`config.mk`:
```
export PLATFORM = sky130hd
export DESIGN_NAME = csv_field_splitter
export DESIGN_NICKNAME = d
export VERILOG_FILES = /design/src/csvs_pkg.sv /design/src/csv_field_splitter.sv /design/src/csvs_front.sv /design/src/csvs_fifo.sv /design/src/csvs_back.sv
export SDC_FILE = /design/constraint.sdc
export NUM_CORES = 1
export LEC_CHECK = 0
export BUFFER_PORTS_ARGS = -buffer_cell sky130_fd_sc_hd__clkbuf_2
export CAP_MARGIN = 20
export CORE_ASPECT_RATIO = 1.25
export CORE_MARGIN = 2
export CORE_UTILIZATION = 55
export CTS_BUF_LIST = sky130_fd_sc_hd__clkbuf_16
export CTS_CLUSTER_DIAMETER = 60
export DETAILED_ROUTE_END_ITERATION = 10
export PLACE_DENSITY_LB_ADDON = 0.12
export SKIP_LAST_GASP = 1
export SYNTH_ARGS = -nofsm -noshare
export SYNTH_HDL_FRONTEND = slang
export SYNTH_SLANG_ARGS = --single-unit
```
`constraint.sdc`:
```
create_clock -name i_clk -period 2.8 [get_ports i_clk]
set_input_delay 0.42 -clock i_clk [delete_from_list [all_inputs] [get_ports i_clk]]
set_output_delay 0.42 -clock i_clk [all_outputs]
set_load 0.05 [all_outputs]
```
`src/csvs_pkg.sv`:
```
//------------------------------------------------------------------------------
// csvs_pkg: shared types and constants of the CSV field splitter
// Character codes, result kinds, register indexes and the queue entry type.
//------------------------------------------------------------------------------
package csvs_pkg;

    localparam logic [7:0] CH_QUOTE = 8'h22;
    localparam logic [7:0] CH_CR    = 8'h0D;
    localparam logic [7:0] CH_LF    = 8'h0A;
    localparam logic [7:0] SEP_RESET = 8'd44;
    localparam logic [9:0] COUNT_MAX = 10'd1023;

    localparam logic [1:0] KIND_DATA = 2'd0;
    localparam logic [1:0] KIND_EOF  = 2'd1;
    localparam logic [1:0] KIND_EOR  = 2'd2;

    localparam logic CFG_SEP_A = 1'b0;
    localparam logic CFG_SEP_B = 1'b1;

    typedef enum logic [4:0] {
        M_START  = 5'b00001,
        M_PLAIN  = 5'b00010,
        M_QUOTED = 5'b00100,
        M_QSEEN  = 5'b01000,
        M_AFTER  = 5'b10000
    } t_mode;

    typedef struct packed {
        logic [1:0] kind;
        logic [7:0] data_byte;
        logic [9:0] field_index;
        logic       stream_final;
    } t_result;

    typedef struct packed {
        logic    two;
        t_result res0;
        t_result res1;
    } t_entry;

endpackage

```
`src/csv_field_splitter.sv`:
```
//------------------------------------------------------------------------------
// csv_field_splitter: CSV field and record splitter
// Turns a byte stream into field data words, end-of-field and end-of-record marks.
//------------------------------------------------------------------------------
// A result passes through the entry queue and then the output register.
// Throughput: one input word per cycle while o_stall is low; the output emits one
// word per cycle while not stalled, so a line end with content gives two words.
// The entry queue of QUEUE_DEPTH entries absorbs output stalls and line ends.
// Reset: synchronous, active low; separators return to comma, parser to field start.
module csv_field_splitter import csvs_pkg::*; #(
    parameter int QUEUE_DEPTH = 4
) (
    input  logic       i_clk,
    input  logic       i_rst_n,
    input  logic       i_cfg_wr_en,
    input  logic       i_cfg_index,
    input  logic [7:0] i_cfg_data,
    input  logic       i_valid,
    output logic       o_stall,
    input  logic [7:0] i_in_byte,
    input  logic       i_end_of_input,
    output logic       o_valid,
    input  logic       i_stall,
    output logic [1:0] o_kind,
    output logic [7:0] o_data_byte,
    output logic [9:0] o_field_index,
    output logic       o_stream_final,
    output logic       o_last_of_run
);

    logic   push, pop, empty, full;
    t_entry front_entry, queue_entry;

    assign o_stall = full;

    csvs_front u_front (
        .i_clk          (i_clk),
        .i_rst_n        (i_rst_n),
        .i_cfg_wr_en    (i_cfg_wr_en),
        .i_cfg_index    (i_cfg_index),
        .i_cfg_data     (i_cfg_data),
        .i_accept       (i_valid && !full),
        .i_in_byte      (i_in_byte),
        .i_end_of_input (i_end_of_input),
        .o_push         (push),
        .o_entry        (front_entry)
    );

    csvs_fifo #(.DEPTH(QUEUE_DEPTH)) u_fifo (
        .i_clk   (i_clk),
        .i_rst_n (i_rst_n),
        .i_push  (push),
        .i_entry (front_entry),
        .i_pop   (pop),
        .o_empty (empty),
        .o_full  (full),
        .o_entry (queue_entry)
    );

    csvs_back u_back (
        .i_clk          (i_clk),
        .i_rst_n        (i_rst_n),
        .i_empty        (empty),
        .i_entry        (queue_entry),
        .o_pop          (pop),
        .o_valid        (o_valid),
        .i_stall        (i_stall),
        .o_kind         (o_kind),
        .o_data_byte    (o_data_byte),
        .o_field_index  (o_field_index),
        .o_stream_final (o_stream_final),
        .o_last_of_run  (o_last_of_run)
    );

endmodule

```
`src/csvs_front.sv`:
```
//------------------------------------------------------------------------------
// csvs_front: byte classifier and parse state machine
// Accepts one input word a cycle while i_accept is high and builds a queue entry of zero to two results.
//------------------------------------------------------------------------------
module csvs_front import csvs_pkg::*; (
    input  logic       i_clk,
    input  logic       i_rst_n,
    input  logic       i_cfg_wr_en,
    input  logic       i_cfg_index,
    input  logic [7:0] i_cfg_data,
    input  logic       i_accept,
    input  logic [7:0] i_in_byte,
    input  logic       i_end_of_input,
    output logic       o_push,
    output t_entry     o_entry
);

    logic [7:0] r_sep_a;
    logic [7:0] r_sep_b;
    t_mode      r_mode, n_mode;
    logic       r_cr, n_cr;
    logic       r_content, n_content;
    logic [9:0] r_count, n_count;

    logic       is_sep;
    logic       is_quote;
    logic [9:0] count_inc;
    logic [1:0] n_res;
    t_result    res_data;
    t_result    res_eof;

    assign is_sep    = (i_in_byte == r_sep_a) || (i_in_byte == r_sep_b);
    assign is_quote  = (i_in_byte == CH_QUOTE);
    assign count_inc = (r_count == COUNT_MAX) ? r_count : r_count + 10'd1;

    always_comb begin
        res_data = '{kind: KIND_DATA, data_byte: i_in_byte,
                     field_index: r_count, stream_final: 1'b0};
        res_eof  = '{kind: KIND_EOF, data_byte: 8'd0,
                     field_index: r_count, stream_final: 1'b0};
        n_mode    = r_mode;
        n_cr      = r_cr;
        n_content = r_content;
        n_count   = r_count;
        n_res     = 2'd0;
        o_entry.two  = 1'b0;
        o_entry.res0 = res_data;
        o_entry.res1 = '{kind: KIND_EOR, data_byte: 8'd0,
                         field_index: count_inc, stream_final: 1'b0};
        if (i_end_of_input) begin
            n_cr      = 1'b0;
            n_mode    = M_START;
            n_count   = 10'd0;
            n_content = 1'b0;
            if (r_content) begin
                n_res                     = 2'd2;
                o_entry.res0              = res_eof;
                o_entry.res1.stream_final = 1'b1;
            end
        end else if (r_cr && (i_in_byte == CH_LF)) begin
            n_cr = 1'b0;
        end else if ((i_in_byte == CH_CR) || (i_in_byte == CH_LF)) begin
            n_cr      = (i_in_byte == CH_CR);
            n_mode    = M_START;
            n_count   = 10'd0;
            n_content = 1'b0;
            if (r_content) begin
                n_res        = 2'd2;
                o_entry.res0 = res_eof;
            end else begin
                n_res        = 2'd1;
                o_entry.res0 = '{kind: KIND_EOR, data_byte: 8'd0,
                                 field_index: r_count, stream_final: 1'b0};
            end
        end else begin
            n_cr      = 1'b0;
            n_content = 1'b1;
            n_res     = 2'd1;
            case (r_mode)
                M_PLAIN, M_AFTER: begin
                    if (is_sep) begin
                        n_mode       = M_START;
                        n_count      = count_inc;
                        o_entry.res0 = res_eof;
                    end
                end
                M_QUOTED: begin
                    if (is_quote) begin
                        n_mode = M_QSEEN;
                        n_res  = 2'd0;
                    end
                end
                M_QSEEN: begin
                    if (is_quote) begin
                        n_mode = M_QUOTED;
                    end else if (is_sep) begin
                        n_mode       = M_START;
                        n_count      = count_inc;
                        o_entry.res0 = res_eof;
                    end else begin
                        n_mode = M_AFTER;
                    end
                end
                default: begin
                    if (is_quote) begin
                        n_mode = M_QUOTED;
                        n_res  = 2'd0;
                    end else if (is_sep) begin
                        n_mode       = M_START;
                        n_count      = count_inc;
                        o_entry.res0 = res_eof;
                    end else begin
                        n_mode = M_PLAIN;
                    end
                end
            endcase
        end
        o_entry.two = (n_res == 2'd2);
        o_push      = i_accept && (n_res != 2'd0);
    end

    always_ff @(posedge i_clk) begin
        if (!i_rst_n) begin
            r_sep_a   <= SEP_RESET;
            r_sep_b   <= SEP_RESET;
            r_mode    <= M_START;
            r_cr      <= 1'b0;
            r_content <= 1'b0;
            r_count   <= 10'd0;
        end else begin
            if (i_cfg_wr_en) begin
                case (i_cfg_index)
                    CFG_SEP_A: r_sep_a <= i_cfg_data;
                    CFG_SEP_B: r_sep_b <= i_cfg_data;
                    default:   r_sep_a <= r_sep_a;
                endcase
            end
            if (i_accept) begin
                r_mode    <= n_mode;
                r_cr      <= n_cr;
                r_content <= n_content;
                r_count   <= n_count;
            end
        end
    end

endmodule

```
`src/csvs_fifo.sv`:
```
//------------------------------------------------------------------------------
// csvs_fifo: short queue of result entries
// Register-based ring buffer between the parser and the output serializer.
//------------------------------------------------------------------------------
module csvs_fifo import csvs_pkg::*; #(
    parameter int DEPTH = 4
) (
    input  logic   i_clk,
    input  logic   i_rst_n,
    input  logic   i_push,
    input  t_entry i_entry,
    input  logic   i_pop,
    output logic   o_empty,
    output logic   o_full,
    output t_entry o_entry
);

    localparam int PW = (DEPTH > 1) ? $clog2(DEPTH) : 1;
    localparam int CW = $clog2(DEPTH + 1);
    localparam logic [PW-1:0] PTR_LAST = PW'(DEPTH - 1);
    localparam logic [CW-1:0] CNT_FULL = CW'(DEPTH);

    t_entry        r_mem [DEPTH];
    logic [PW-1:0] r_wr, r_rd;
    logic [CW-1:0] r_cnt;

    assign o_empty = (r_cnt == '0);
    assign o_full  = (r_cnt == CNT_FULL);
    assign o_entry = r_mem[r_rd];

    always_ff @(posedge i_clk) begin
        if (i_push) begin
            r_mem[r_wr] <= i_entry;
        end
    end

    always_ff @(posedge i_clk) begin
        if (!i_rst_n) begin
            r_wr  <= '0;
            r_rd  <= '0;
            r_cnt <= '0;
        end else begin
            if (i_push) begin
                r_wr <= (r_wr == PTR_LAST) ? '0 : r_wr + PW'(1);
            end
            if (i_pop) begin
                r_rd <= (r_rd == PTR_LAST) ? '0 : r_rd + PW'(1);
            end
            if (i_push && !i_pop) begin
                r_cnt <= r_cnt + CW'(1);
            end else if (i_pop && !i_push) begin
                r_cnt <= r_cnt - CW'(1);
            end
        end
    end

endmodule

```
`src/csvs_back.sv`:
```
//------------------------------------------------------------------------------
// csvs_back: output serializer
// Takes queue entries and presents their results one word a cycle, while not stalled, from a register.
//------------------------------------------------------------------------------
module csvs_back import csvs_pkg::*; (
    input  logic       i_clk,
    input  logic       i_rst_n,
    input  logic       i_empty,
    input  t_entry     i_entry,
    output logic       o_pop,
    output logic       o_valid,
    input  logic       i_stall,
    output logic [1:0] o_kind,
    output logic [7:0] o_data_byte,
    output logic [9:0] o_field_index,
    output logic       o_stream_final,
    output logic       o_last_of_run
);

    t_entry  r_ent;
    logic    r_have;
    logic    r_pos;
    logic    done;
    t_result cur;

    assign done  = !r_have || (!i_stall && (r_pos || !r_ent.two));
    assign o_pop = done && !i_empty;
    assign cur   = r_pos ? r_ent.res1 : r_ent.res0;

    assign o_valid        = r_have;
    assign o_kind         = cur.kind;
    assign o_data_byte    = cur.data_byte;
    assign o_field_index  = cur.field_index;
    assign o_stream_final = cur.stream_final;
    assign o_last_of_run  = r_pos || !r_ent.two;

    always_ff @(posedge i_clk) begin
        if (o_pop) begin
            r_ent <= i_entry;
        end
    end

    always_ff @(posedge i_clk) begin
        if (!i_rst_n) begin
            r_have <= 1'b0;
            r_pos  <= 1'b0;
        end else if (o_pop) begin
            r_have <= 1'b1;
            r_pos  <= 1'b0;
        end else if (done) begin
            r_have <= 1'b0;
            r_pos  <= 1'b0;
        end else if (r_have && !i_stall) begin
            r_pos <= 1'b1;
        end
    end

endmodule

```
==> qor.yml <==
grt:
  grt_pass1_vias: 5051
  grt_max_degree: 33
  grt_pass1_wl_um: 25500
  grt_util_all_layers_pct: 20.2
  gr-total-overflow: 0
  antenna_found_initial: 0
setup_path:
  cp.required_ps: 3210
  critPathMaxFanout: 3
  arrival_ps: 3110
  crit_slowest_cell: "or4_4"
  end_kind: "flop"
  slowest_delay_ps: 450
  crit_buf_inv: 1
  crit_start: "u_front.r_mode[1]"
  rr_startpoint: "u_front.r_mode[1]"
  cp-start-kind: "flop"
  cp_top_family: "simple AND/OR/NAND/NOR gates"
  cp_cell_sequence: "xnor2_1 -> or4_4 -> nand3_1 -> nand2_1 -> a31oi_4 -> ha_1 -> inv_1 -> fa_1 -> xor2_1 -> or3_1 -> a21boi_0"
  crit_type: "reg -> reg"
floorplan:
  start_util_pct: 56.1
  dieArea_um2: 16300
  die_w_um: 114
  die_h_um: 142
  num_rows: 50
  io-pin-count: 47
  coreArea_um2: 15000
yosys:
  synth_area_um2: 8390
  ys_top_cells_by_count: "160 x edfxtp_1, 61 x nand2_1, 42 x dfxtp_1"
  yosys_register_bits: 202
  yosysWarnings: 0
  yosys.area.top_type: "edfxtp_1"
  avgSynthCellArea_um2: 15.3
  yosysSeqAreaShare_pct: 67.3
  synth_cell_types: 58
  synth.net_count: 581
  yosys.area.top_type_share_pct: 57.3
  netlist_instances: 550
  synth_most_common_cell: "edfxtp_1"
  synth-main-ff-cell: "edfxtp_1"
  synth_enable_flop_cells: 160
  async_flop_share_pct: 0
  synth_area_leaders: "edfxtp_1 57%, dfxtp_1 10%, mux4_2 8.6%"
timing:
  period_share_pct: 96.5
  setup_viol: 0
  slew_headroom_pct: 57.8
  skew_ps: 9.70
  timing.fmax_mhz: 370
  tightest_slew_ps: 628
  fin_crit_ps: 2700
  slew_viol_final: 0
  setup_ws_ps: 99.4
  timing.final.hold_violations: 0
route:
  drt-vias-per-instance: 5.79
  first_iter_violations: 268
  num_vias: 4752
  firstDrtPassIters: 4
  route.detailed.drc: 0
  post_drt_wl_per_cell_um: 19.0
  wl_um: 15600
  ant_nets: 0
status:
  outcome: "finished clean"
worst_hold_path:
  worstHoldStart: "i_cfg_data[2]"
  min_path_type: "in -> reg"
run:
  maxCapViolations: 0
placement:
  hpwl_um: 10300
  routabilityCongestion: 0.822
  portBuffers: 46
  pre_cts_ws_ps: -83.1
clock_tree:
  cts.sinks: 202
  numCtsBuffers: 20
  cts_tree: "built"
  postCtsSetupBuffers: 0
  path_clk_slew_ps: 60
  cts-htree-levels: 1
  root_buffer: "clkbuf_16"
  insertion_delay_ps: 480
  cts_buffer_depth: 3
final_layout:
  num_antenna_cells: 0
  fin_nets: 656
  drive_gt1_share_pct: 26.6
  syn_to_final_growth_pct: 15.0
  final_core_util_pct: 64.5
power_and_ir_drop:
  leakage_nw: 3.41
  vdd_ir_drop_max_mv: 0.588
  powerDensity_nw_per_um2: 882
[worst register-to-register path: cells and delay by family, from the launching register on]
kind	cells	cell delay (ps)
compound gates	2	310
xor+xnor	2	360
fa+ha+maj	2	620
buf+inv	1	70
flops	1	340
simple gates	4	950
[per-stage QoR]
step	power (W)	instance area (um2)	setup TNS, ps	hold WS (ps)	std cells
after floorplan	0.00555	8420	0	454	550
after global placement	0.00606	9030	0	466	785
after detailed placement	0.00612	9030	-83.1	477	785
after CTS	0.00860	9640	0	151	821
after global routing	0.00887	9650	-15.3	166	821
final	0.00851	9650	0	163	821
[sequential cells by signal (all words and copies together) (netlist names)]
| name | cells |
|---|---|
| u_front.r_sep_b | 8 |
| u_back.o_valid | 1 |
| u_back.r_ent | 32 |
| u_front.r_sep_a | 8 |
| u_front.r_cr | 1 |
| u_back.r_pos | 1 |
| u_fifo.r_rd | 2 |
| u_front.r_content | 1 |
| u_front.r_count | 10 |
| u_fifo.r_mem | 128 |
| u_front.r_mode | 5 |
| u_fifo.r_cnt | 3 |
| u_fifo.r_wr | 2 |
[area by class of cell]
type                    instances  area, um2
clock buffers                  21        526
fillers                      1094       5310
well taps                     182        228
clock inverters                15       87.6
multi-input cells             314       2620
inverters                      10       37.5
flip-flops and latches        202       5650
repair buffers                 77        500
[timing repair]
item	CTS	global route
endpoints found under the setup margin	0	1
gates resized for setup	0	3
endpoints found under the hold margin	0	0
hold buffers	0	0
[power by group]
part	total (W)	internal, W	switching, W
clock	0.00248	0.00144	0.00104
sequential	0.00390	0.00374	0.000151
combinational	0.00213	0.000733	0.00139
[layer usage]
layer / vias up / share of wire, % / GRT usage, % / routed length [um]
li1: 2237 / - / - / -
met1: 2355 / 40 / 24.8 / 6320
met2: 125 / 53 / 36.3 / 8230
met3: 35 / 4.3 / 3.02 / 673
met4: 0 / 2.7 / 7.06 / 416
met5: - / 0 / 0 / 0
[logic make-up after synthesis]
family	share of synthesized area (%)
flops	67.3
simple gates	11.0
compound gates	5.46
mux	10.8
buf+inv	1.85
xor+xnor	2.30
fa+ha+maj	1.28
[cells in the final DEF (no fill, tap or decap), types with 7 or more instances in the layout]
cell type,instances
buf_4,28
o21ai_0,13
nand3_1,25
nor2_1,12
edfxtp_1,160
dfxtp_1,39
xor2_1,18
nor2b_1,17
inv_1,16
and3_1,14
clkbuf_2,46
ha_1,7
and2_1,8
nand2_1,61
mux4_2,32
mux2_2,12
clkbuf_16,21
a21boi_0,17
[path summary, 6_finish.rpt]
kind	end	slack, ps	cells after the start
max	u_fifo.r_cnt[2]	100	11
max reg2reg	u_fifo.r_cnt[2]	100	11
min reg2reg	u_front.r_sep_b[1]	480	2
min	u_front.r_sep_a[2]	160	3
No activity file was read; power rests on OpenSTA's default activity.
